### src/rtl/esc_pkg.sv
package esc_pkg;

  localparam int unsigned EPOCH_W = 32;
  localparam int unsigned DAYS_W  = 16;
  localparam int unsigned REM_W   = 18;

  localparam logic [1:0] DIV_DAY  = 2'd0;
  localparam logic [1:0] DIV_HOUR = 2'd1;
  localparam logic [1:0] DIV_MIN  = 2'd2;

  localparam logic [REM_W-1:0] SECS_PER_DAY  = REM_W'(86400);
  localparam logic [REM_W-1:0] SECS_PER_HOUR = REM_W'(3600);
  localparam logic [REM_W-1:0] SECS_PER_MIN  = REM_W'(60);

  // ceil(2^35 / 675), ceil(2^21 / 225), ceil(2^14 / 15)
  localparam logic [25:0] DAY_RECIP  = 26'd50903317;
  localparam logic [13:0] HOUR_RECIP = 14'd9321;
  localparam logic [10:0] MIN_RECIP  = 11'd1093;

  localparam logic [7:0] FIRST_YEAR   = 8'd70;
  localparam logic [7:0] YEAR_2100    = 8'd200;
  localparam logic [3:0] MONTH_FEB    = 4'd1;
  localparam logic [3:0] MONTH_DEC    = 4'd11;
  localparam logic [8:0] DAYS_COMMON  = 9'd365;
  localparam logic [8:0] DAYS_LEAP    = 9'd366;
  localparam logic [4:0] FEB_DAYS     = 5'd28;

  typedef struct packed {
    logic       load_input;
    logic       div_step;
    logic [1:0] div_sel;
    logic       load_hour;
    logic       load_min;
    logic       load_year;
    logic       year_step;
    logic       mon_step;
    logic       publish;
  } esc_cmd_t;

  typedef struct packed {
    logic year_fit;
    logic mon_last;
    logic out_free;
  } esc_sts_t;

  // years span 1970..2106: the only century in range that is not leap is 2100
  function automatic logic is_leap(input logic [7:0] year);
    is_leap = (year[1:0] == 2'b00) && (year != YEAR_2100);
  endfunction

  function automatic logic [4:0] month_len(input logic [3:0] mon, input logic leap);
    case (mon)
      4'd0:      month_len = 5'd31;
      MONTH_FEB: month_len = leap ? FEB_DAYS + 5'd1 : FEB_DAYS;
      4'd2:      month_len = 5'd31;
      4'd3:      month_len = 5'd30;
      4'd4:      month_len = 5'd31;
      4'd5:      month_len = 5'd30;
      4'd6:      month_len = 5'd31;
      4'd7:      month_len = 5'd31;
      4'd8:      month_len = 5'd30;
      4'd9:      month_len = 5'd31;
      4'd10:     month_len = 5'd30;
      4'd11:     month_len = 5'd31;
      default:   month_len = 5'd31;
    endcase
  endfunction

endpackage

### src/rtl/esc_req_if.sv
interface esc_req_if;
  logic        valid;
  logic        ready;
  logic [31:0] epoch_seconds;

  modport source (output valid, output epoch_seconds, input ready);
  modport sink (input valid, input epoch_seconds, output ready);
endinterface

### src/rtl/esc_res_if.sv
interface esc_res_if;
  logic       valid;
  logic       ready;
  logic [7:0] year_since_1900;
  logic [3:0] month_index;
  logic [4:0] day_of_month;
  logic [4:0] hour_of_day;
  logic [5:0] minute_of_hour;
  logic [5:0] second_of_minute;

  modport source (output valid, output year_since_1900, output month_index,
                  output day_of_month, output hour_of_day, output minute_of_hour,
                  output second_of_minute, input ready);
  modport sink (input valid, input year_since_1900, input month_index,
                input day_of_month, input hour_of_day, input minute_of_hour,
                input second_of_minute, output ready);
endinterface

### src/rtl/esc_ctrl.sv
module esc_ctrl (
  input  logic              clk,
  input  logic              rst,
  input  logic              req_valid,
  output logic              ready,
  input  esc_pkg::esc_sts_t sts,
  output esc_pkg::esc_cmd_t cmd
);

  localparam logic [3:0] S_IDLE = 4'd0;
  localparam logic [3:0] S_DDAY = 4'd1;
  localparam logic [3:0] S_LHR  = 4'd2;
  localparam logic [3:0] S_DHR  = 4'd3;
  localparam logic [3:0] S_LMIN = 4'd4;
  localparam logic [3:0] S_DMIN = 4'd5;
  localparam logic [3:0] S_LYR  = 4'd6;
  localparam logic [3:0] S_YEAR = 4'd7;
  localparam logic [3:0] S_MON  = 4'd8;
  localparam logic [3:0] S_PUB  = 4'd9;

  logic [3:0] state;
  logic [3:0] state_next;

  assign ready = (state == S_IDLE);

  always_comb begin
    state_next  = state;
    cmd         = '0;
    cmd.div_sel = esc_pkg::DIV_DAY;
    case (state)
      S_IDLE: begin
        if (req_valid) begin
          cmd.load_input = 1'b1;
          state_next     = S_DDAY;
        end
      end
      S_DDAY: begin
        cmd.div_step = 1'b1;
        state_next   = S_LHR;
      end
      S_LHR: begin
        cmd.load_hour = 1'b1;
        state_next    = S_DHR;
      end
      S_DHR: begin
        cmd.div_step = 1'b1;
        cmd.div_sel  = esc_pkg::DIV_HOUR;
        state_next   = S_LMIN;
      end
      S_LMIN: begin
        cmd.load_min = 1'b1;
        state_next   = S_DMIN;
      end
      S_DMIN: begin
        cmd.div_step = 1'b1;
        cmd.div_sel  = esc_pkg::DIV_MIN;
        state_next   = S_LYR;
      end
      S_LYR: begin
        cmd.load_year = 1'b1;
        state_next    = S_YEAR;
      end
      S_YEAR: begin
        if (sts.year_fit) begin
          state_next = S_MON;
        end else begin
          cmd.year_step = 1'b1;
        end
      end
      S_MON: begin
        if (sts.mon_last) begin
          state_next = S_PUB;
        end else begin
          cmd.mon_step = 1'b1;
        end
      end
      S_PUB: begin
        if (sts.out_free) begin
          cmd.publish = 1'b1;
          state_next  = S_IDLE;
        end
      end
      default: state_next = S_IDLE;
    endcase
  end

  always_ff @(posedge clk) begin
    if (rst) begin
      state <= S_IDLE;
    end else begin
      state <= state_next;
    end
  end

endmodule

### src/rtl/esc_dp.sv
module esc_dp (
  input  logic              clk,
  input  logic              rst,
  input  logic [31:0]       epoch_seconds,
  input  esc_pkg::esc_cmd_t cmd,
  output esc_pkg::esc_sts_t sts,
  esc_res_if.source         result
);

  logic [esc_pkg::EPOCH_W-1:0] secs;
  logic [esc_pkg::REM_W-1:0]   rem;
  logic [esc_pkg::DAYS_W-1:0]  days;
  logic [7:0]                  year;
  logic [3:0]                  mon;
  logic [4:0]                  hour;
  logic [5:0]                  minute;
  logic [5:0]                  second;
  logic                        ovalid;

  logic [50:0]                 day_prod;
  logic [26:0]                 hour_prod;
  logic [20:0]                 min_prod;
  logic [esc_pkg::REM_W-1:0]   rem_day;
  logic [esc_pkg::REM_W-1:0]   rem_hour;
  logic [esc_pkg::REM_W-1:0]   rem_min;
  logic                        leap;
  logic [8:0]                  ylen;
  logic [4:0]                  mlen;

  always_comb begin
    day_prod  = 51'(secs[31:7]) * 51'(esc_pkg::DAY_RECIP);
    hour_prod = 27'(rem[16:4]) * 27'(esc_pkg::HOUR_RECIP);
    min_prod  = 21'(rem[11:2]) * 21'(esc_pkg::MIN_RECIP);
    rem_day   = secs[esc_pkg::REM_W-1:0] - esc_pkg::REM_W'(days) * esc_pkg::SECS_PER_DAY;
    rem_hour  = rem - esc_pkg::REM_W'(hour) * esc_pkg::SECS_PER_HOUR;
    rem_min   = rem - esc_pkg::REM_W'(minute) * esc_pkg::SECS_PER_MIN;
  end

  always_comb begin
    leap         = esc_pkg::is_leap(year);
    ylen         = leap ? esc_pkg::DAYS_LEAP : esc_pkg::DAYS_COMMON;
    mlen         = esc_pkg::month_len(mon, leap);
    sts.year_fit = (days < {7'd0, ylen});
    sts.mon_last = (mon == esc_pkg::MONTH_DEC) || (days < {11'd0, mlen});
    sts.out_free = !ovalid || result.ready;
  end

  always_ff @(posedge clk) begin
    if (cmd.load_input) begin
      secs <= epoch_seconds;
    end else if (cmd.div_step) begin
      case (cmd.div_sel)
        esc_pkg::DIV_DAY:  days   <= day_prod[50:35];
        esc_pkg::DIV_HOUR: hour   <= hour_prod[25:21];
        esc_pkg::DIV_MIN:  minute <= min_prod[19:14];
        default: ;
      endcase
    end else if (cmd.load_hour) begin
      rem <= rem_day;
    end else if (cmd.load_min) begin
      rem <= rem_hour;
    end else if (cmd.load_year) begin
      second <= rem_min[5:0];
      year   <= esc_pkg::FIRST_YEAR;
      mon    <= '0;
    end else if (cmd.year_step) begin
      days <= days - {7'd0, ylen};
      year <= year + 8'd1;
    end else if (cmd.mon_step) begin
      days <= days - {11'd0, mlen};
      mon  <= mon + 4'd1;
    end
  end

  always_ff @(posedge clk) begin
    if (cmd.publish) begin
      result.year_since_1900  <= year;
      result.month_index      <= mon;
      result.day_of_month     <= days[4:0] + 5'd1;
      result.hour_of_day      <= hour;
      result.minute_of_hour   <= minute;
      result.second_of_minute <= second;
    end
  end

  always_ff @(posedge clk) begin
    if (rst) begin
      ovalid <= 1'b0;
    end else if (cmd.publish) begin
      ovalid <= 1'b1;
    end else if (result.ready) begin
      ovalid <= 1'b0;
    end
  end

  assign result.valid = ovalid;

endmodule

### src/rtl/epoch_seconds_to_calendar.sv
// A request is split by reciprocal division into days, hours, minutes and
// seconds; then the year loop (one step per year after 1970) and the month
// loop (one step per month) reduce the days; publish waits for a free output.
// One request is in flight at a time; the next is taken
// once the current one has moved into the output register.
// Reset: synchronous, active high; clears the controller and the result valid.
module epoch_seconds_to_calendar (
  input logic       clk,
  input logic       rst,
  esc_req_if.sink   request,
  esc_res_if.source result
);

  esc_pkg::esc_cmd_t cmd;
  esc_pkg::esc_sts_t sts;

  esc_ctrl u_ctrl (
    .clk       (clk),
    .rst       (rst),
    .req_valid (request.valid),
    .ready     (request.ready),
    .sts       (sts),
    .cmd       (cmd)
  );

  esc_dp u_dp (
    .clk           (clk),
    .rst           (rst),
    .epoch_seconds (request.epoch_seconds),
    .cmd           (cmd),
    .sts           (sts),
    .result        (result)
  );

  a_publish_free: assert property (@(posedge clk) disable iff (rst)
    cmd.publish |-> sts.out_free)
    else $error("result published over an untaken result");

  a_publish_valid: assert property (@(posedge clk) disable iff (rst)
    cmd.publish |=> result.valid)
    else $error("published result not shown");

  a_year_range: assert property (@(posedge clk) disable iff (rst)
    result.valid |-> (result.year_since_1900 >= 8'd70) && (result.year_since_1900 <= 8'd206))
    else $error("year out of range");

  a_date_range: assert property (@(posedge clk) disable iff (rst)
    result.valid |-> (result.month_index <= 4'd11) && (result.day_of_month != 5'd0))
    else $error("month or day out of range");

endmodule

### src/flat_wrapper.sv
// flat-port wrapper written by rule: the top's interface ports become plain ports
module epoch_seconds_to_calendar_flat 
  (clk, rst, request_valid, request_epoch_seconds, request_ready, result_valid, result_year_since_1900, result_month_index, result_day_of_month, result_hour_of_day, result_minute_of_hour, result_second_of_minute, result_ready);
  esc_req_if request_i ();
  esc_res_if result_i ();
  input logic clk;
  input logic rst;
  input wire logic [$bits(request_i.valid)-1:0] request_valid;
  input wire logic [$bits(request_i.epoch_seconds)-1:0] request_epoch_seconds;
  output wire logic [$bits(request_i.ready)-1:0] request_ready;
  output wire logic [$bits(result_i.valid)-1:0] result_valid;
  output wire logic [$bits(result_i.year_since_1900)-1:0] result_year_since_1900;
  output wire logic [$bits(result_i.month_index)-1:0] result_month_index;
  output wire logic [$bits(result_i.day_of_month)-1:0] result_day_of_month;
  output wire logic [$bits(result_i.hour_of_day)-1:0] result_hour_of_day;
  output wire logic [$bits(result_i.minute_of_hour)-1:0] result_minute_of_hour;
  output wire logic [$bits(result_i.second_of_minute)-1:0] result_second_of_minute;
  input wire logic [$bits(result_i.ready)-1:0] result_ready;
  assign request_i.valid = request_valid;
  assign request_i.epoch_seconds = request_epoch_seconds;
  assign request_ready = request_i.ready;
  assign result_valid = result_i.valid;
  assign result_year_since_1900 = result_i.year_since_1900;
  assign result_month_index = result_i.month_index;
  assign result_day_of_month = result_i.day_of_month;
  assign result_hour_of_day = result_i.hour_of_day;
  assign result_minute_of_hour = result_i.minute_of_hour;
  assign result_second_of_minute = result_i.second_of_minute;
  assign result_i.ready = result_ready;
  epoch_seconds_to_calendar u_core (.clk(clk), .rst(rst), .request(request_i), .result(result_i));
endmodule
### config.mk
export PLATFORM = sky130hd
export DESIGN_NAME = epoch_seconds_to_calendar_flat
export DESIGN_NICKNAME = d
export VERILOG_FILES = /design/src/rtl/esc_pkg.sv /design/src/rtl/esc_req_if.sv /design/src/rtl/esc_res_if.sv /design/src/rtl/esc_ctrl.sv /design/src/rtl/esc_dp.sv /design/src/rtl/epoch_seconds_to_calendar.sv /design/src/flat_wrapper.sv
export SDC_FILE = /design/constraint.sdc
export NUM_CORES = 1
export LEC_CHECK = 0
export ABC_CLOCK_PERIOD_IN_PS = 8350
export BUFFER_PORTS_ARGS = -buffer_cell sky130_fd_sc_hd__buf_2
export CAP_MARGIN = 10
export CORE_ASPECT_RATIO = 1.5
export CORE_MARGIN = 3
export CORE_UTILIZATION = 65
export CTS_BUF_LIST = sky130_fd_sc_hd__clkbuf_8
export DETAILED_ROUTE_END_ITERATION = 10
export GPL_ROUTABILITY_DRIVEN = 0
export HOLD_SLACK_MARGIN = 0.03
export PLACE_DENSITY = 0.93
export SLEW_MARGIN = 20
export SYNTH_ARGS = -nofsm -noshare
export SYNTH_HDL_FRONTEND = slang
export SYNTH_SLANG_ARGS = --single-unit
### constraint.sdc
create_clock -name clk -period 8.35 [get_ports clk]
set_clock_uncertainty 0.05 [all_clocks]
set_input_delay 1.2525 -clock clk [delete_from_list [all_inputs] [get_ports clk]]
set_output_delay 1.2525 -clock clk [all_outputs]
set_load 0.01 [all_outputs]
==> results.md <==
* Outcome: completed
* Final min period at 7330 ps
* Top delay family on crit path: adder cells
* Tcrit/Tclk final at between 80% and 90%
* CTS tree: built
* Critical path arrival at 7530 ps
* Cts bufs inserted at 17
* Area added between synthesis and finish at 6.42%
* CP most frequent cell: fa_1
* Async SR Flop Fraction at 0%
* DR iter-0 viols at 976
* Clock root buffer: clkbuf_8
* Register area share after synthesis at approximately 20%
* Global-route wire length before repair at between 80000 and 90000 um
* Worst path slowest cell: edfxtp_1
* DIE WIDTH at between 100 and 150 um
* Final hold vios at 0
* Area of the core at between 30000 and 40000 sq um
* Mapped Area at roughly 20000 sq um
* Commonest cells after routing, fill and taps aside: inv_1 (493), ha_1 (489), fa_1 (231)
* Post-CTS Setup Bufs at 0
* DP HPWL at ~43000 um
* Max Fclk at about 140 MHz
* Critical path type: flip-flop to flip-flop
* DRC viols at 0
* Die Y at roughly 220 um
* Clock slew at reported path FFs at around 110 ps
* Largest net degree at the start of global routing at 33
* Worst path required time at around 8600 ps
* Vias at 14600
* WL met1 at about 16000 um
* Number of clock sinks at ~130
* Initial Util at between 60% and 70%
* Largest stage delay, worst path at approximately 830 ps
* Worst Setup End Kind: flip-flop
* Metal2 WL at between 20000 and 30000 um
* ANT cells at 0
* Pins Over Slew Limit at 0
* Synth unique cells at 64
* Antenna-violating nets left at 0
* IO buf count at slightly above 70
* CP Cell Sequence: inv_1 > fa_1 > fa_1 > fa_1 > inv_1 > ha_1 > fa_1 > fa_1 > ha_1 > a21oi_2 > o21ai_1 > a311oi_1 > a21oi_1 > a2111oi_4 > o31ai_4 > a2111oi_2 > o21ai_1 > a22o_1
* Max-cap check violation count at 0
* Top routing layer in use: met4
* DIE AREA at approximately 33000 sq um
* Hold WC Path Type: flip-flop to flip-flop
* Syn_nets at roughly 2700
* Worst setup SP type: flip-flop
* Vias in the first global route at ~17000
* Sequential cell area at 3940 sq um
* RSZ-0062 raised after global routing: false
* Vias per cell at 6.07
* Clock latency on the worst-skew pair at 510 ps
* Worst-path maximum fanout at 10
* Area of the multi-input gates at 14300 sq um
* Detail Route met3 WL at approximately 3200 um
* Final setup viols at 0
* DRT Pass-1 Iters at 6
* Setup TNS at 0 ps
* Post-CTS Resized at 0
* Slew @ Worst Pin at approximately 1100 ps
* # rows at just under 80
* Filler instances at slightly below 2000
* Most common library cell in the layout ignoring fill and taps: inv_1
* WL/cell at roughly 22 um
* #FFs+latches synth at about 130
* H-tree level count at 4
* Post-synthesis cell count at between 1500 and 2000
* GRT Total Usage at between 30 and 40%
* CP Buf/Inv Count at 2
* CTS Hold Bufs at 0
* Drt total wl at 52400 um
* Syn Area/Cell at between 10 and 15 sq um
* Yosys warning total at 0
* I/O Pins at ~70
* Max-slew headroom at 28.7%
* Number of antenna violations at the first check in global routing at 0
* Post-synth EDFFs at 128
* Main synth FF type: edfxtp_1
* Share of cells above drive strength 1 at between 6 and 7%
* Final #Nets at around 2700
* Clk buf depth at 2
* Remaining global-route overflow at 0
==> metal layers <==
layer	up-vias	GRT usage, %
li1	6422	-
met5	-	0
met1	7015	31.3
met4	0	29.0
met3	378	6.74
met2	777	58.9
==> sequential cells by signal, indices dropped and copies added, names as in the netlist, 5 cells and up <==
register                             cells
u_core.u_dp.secs                        32
u_core.u_dp.year                         8
u_core.u_dp.result.minute_of_hour        6
u_core.u_dp.hour                         5
u_core.u_dp.result.hour_of_day           5
u_core.u_dp.days                        16
u_core.u_dp.result.day_of_month          5
u_core.u_dp.result.second_of_minute      6
u_core.u_dp.second                       6
u_core.u_dp.minute                       6
u_core.u_dp.rem                         17
u_core.u_dp.result.year_since_1900       8
==> layout make-up <==
| type | instances | share of cell area (%) |
|---|---|---|
| multi-input cells | 1267 | 66.7 |
| flip-flops and latches | 133 | 18.4 |
| clock inverters | 15 | 0.878 |
| repair buffers | 77 | 1.87 |
| well taps | 400 | 2.34 |
| inverters | 494 | 8.67 |
| clock buffers | 17 | 1.09 |
==> logic make-up (layout without fill, tap and decap cells) <==
logic type | after synthesis | after routing | synth area share, %
compound gates | 229 | 229 | 7.68
simple gates | 216 | 216 | 5.25
xor+xnor | 97 | 97 | 4.23
mux | 5 | 5 | 0.255
buf+inv | 508 | 603 | 9.50
flops | 133 | 133 | 19.6
fa+ha+maj | 720 | 720 | 53.5
==> final timing paths <==
path	from	to	slack (ps)	cells past startpoint
max	u_core.u_dp.secs[10]	u_core.u_dp.days[13]	1020	18
min	u_core.u_dp.second[0]	u_core.u_dp.result.second_of_minute[0]	370	0
min reg2reg	u_core.u_dp.second[0]	u_core.u_dp.result.second_of_minute[0]	370	0
max reg2reg	u_core.u_dp.secs[10]	u_core.u_dp.days[13]	1020	18
==> per-stage QoR <==
stage	utilization, %	hold slack (ps)	setup WS [ps]	instances	instance area, sq um
floorplan	-	350	1790	1908	20100
global placement	69.1	351	1390	2371	21000
detailed placement	69.1	358	1240	2371	21000
CTS	70.5	368	1140	2403	21400
global route	70.5	381	855	2403	21400
finish	70.5	366	1020	2403	21400
==> cells in the mapped netlist (5+ instances only) <==
master,instances,area (sq um)
xor2_1,42,368
nand2_1,64,240
a21o_1,25,188
nand2b_1,9,56.3
nor2b_1,9,56.3
xnor2_1,55,482
ha_1,489,6120
or3_1,7,43.8
a21oi_1,70,350
nand4_1,11,68.8
o31ai_1,5,37.5
a211oi_1,7,52.6
fa_1,231,4620
a31oi_1,7,43.8
nor3_1,12,60.1
and2_1,8,50.1
nand3_1,22,110
clkbuf_1,13,48.8
inv_1,493,1850
o21ai_0,47,235
and3_1,5,31.3
edfxtp_1,128,3840
o21bai_1,6,45.0
nor2_1,48,180
o211ai_1,8,60.1
o21a_1,11,82.6
dfxtp_1,5,100
Power is not shown: default switching activity piles up to over one toggle a cycle in this logic, so the estimate is an artifact.
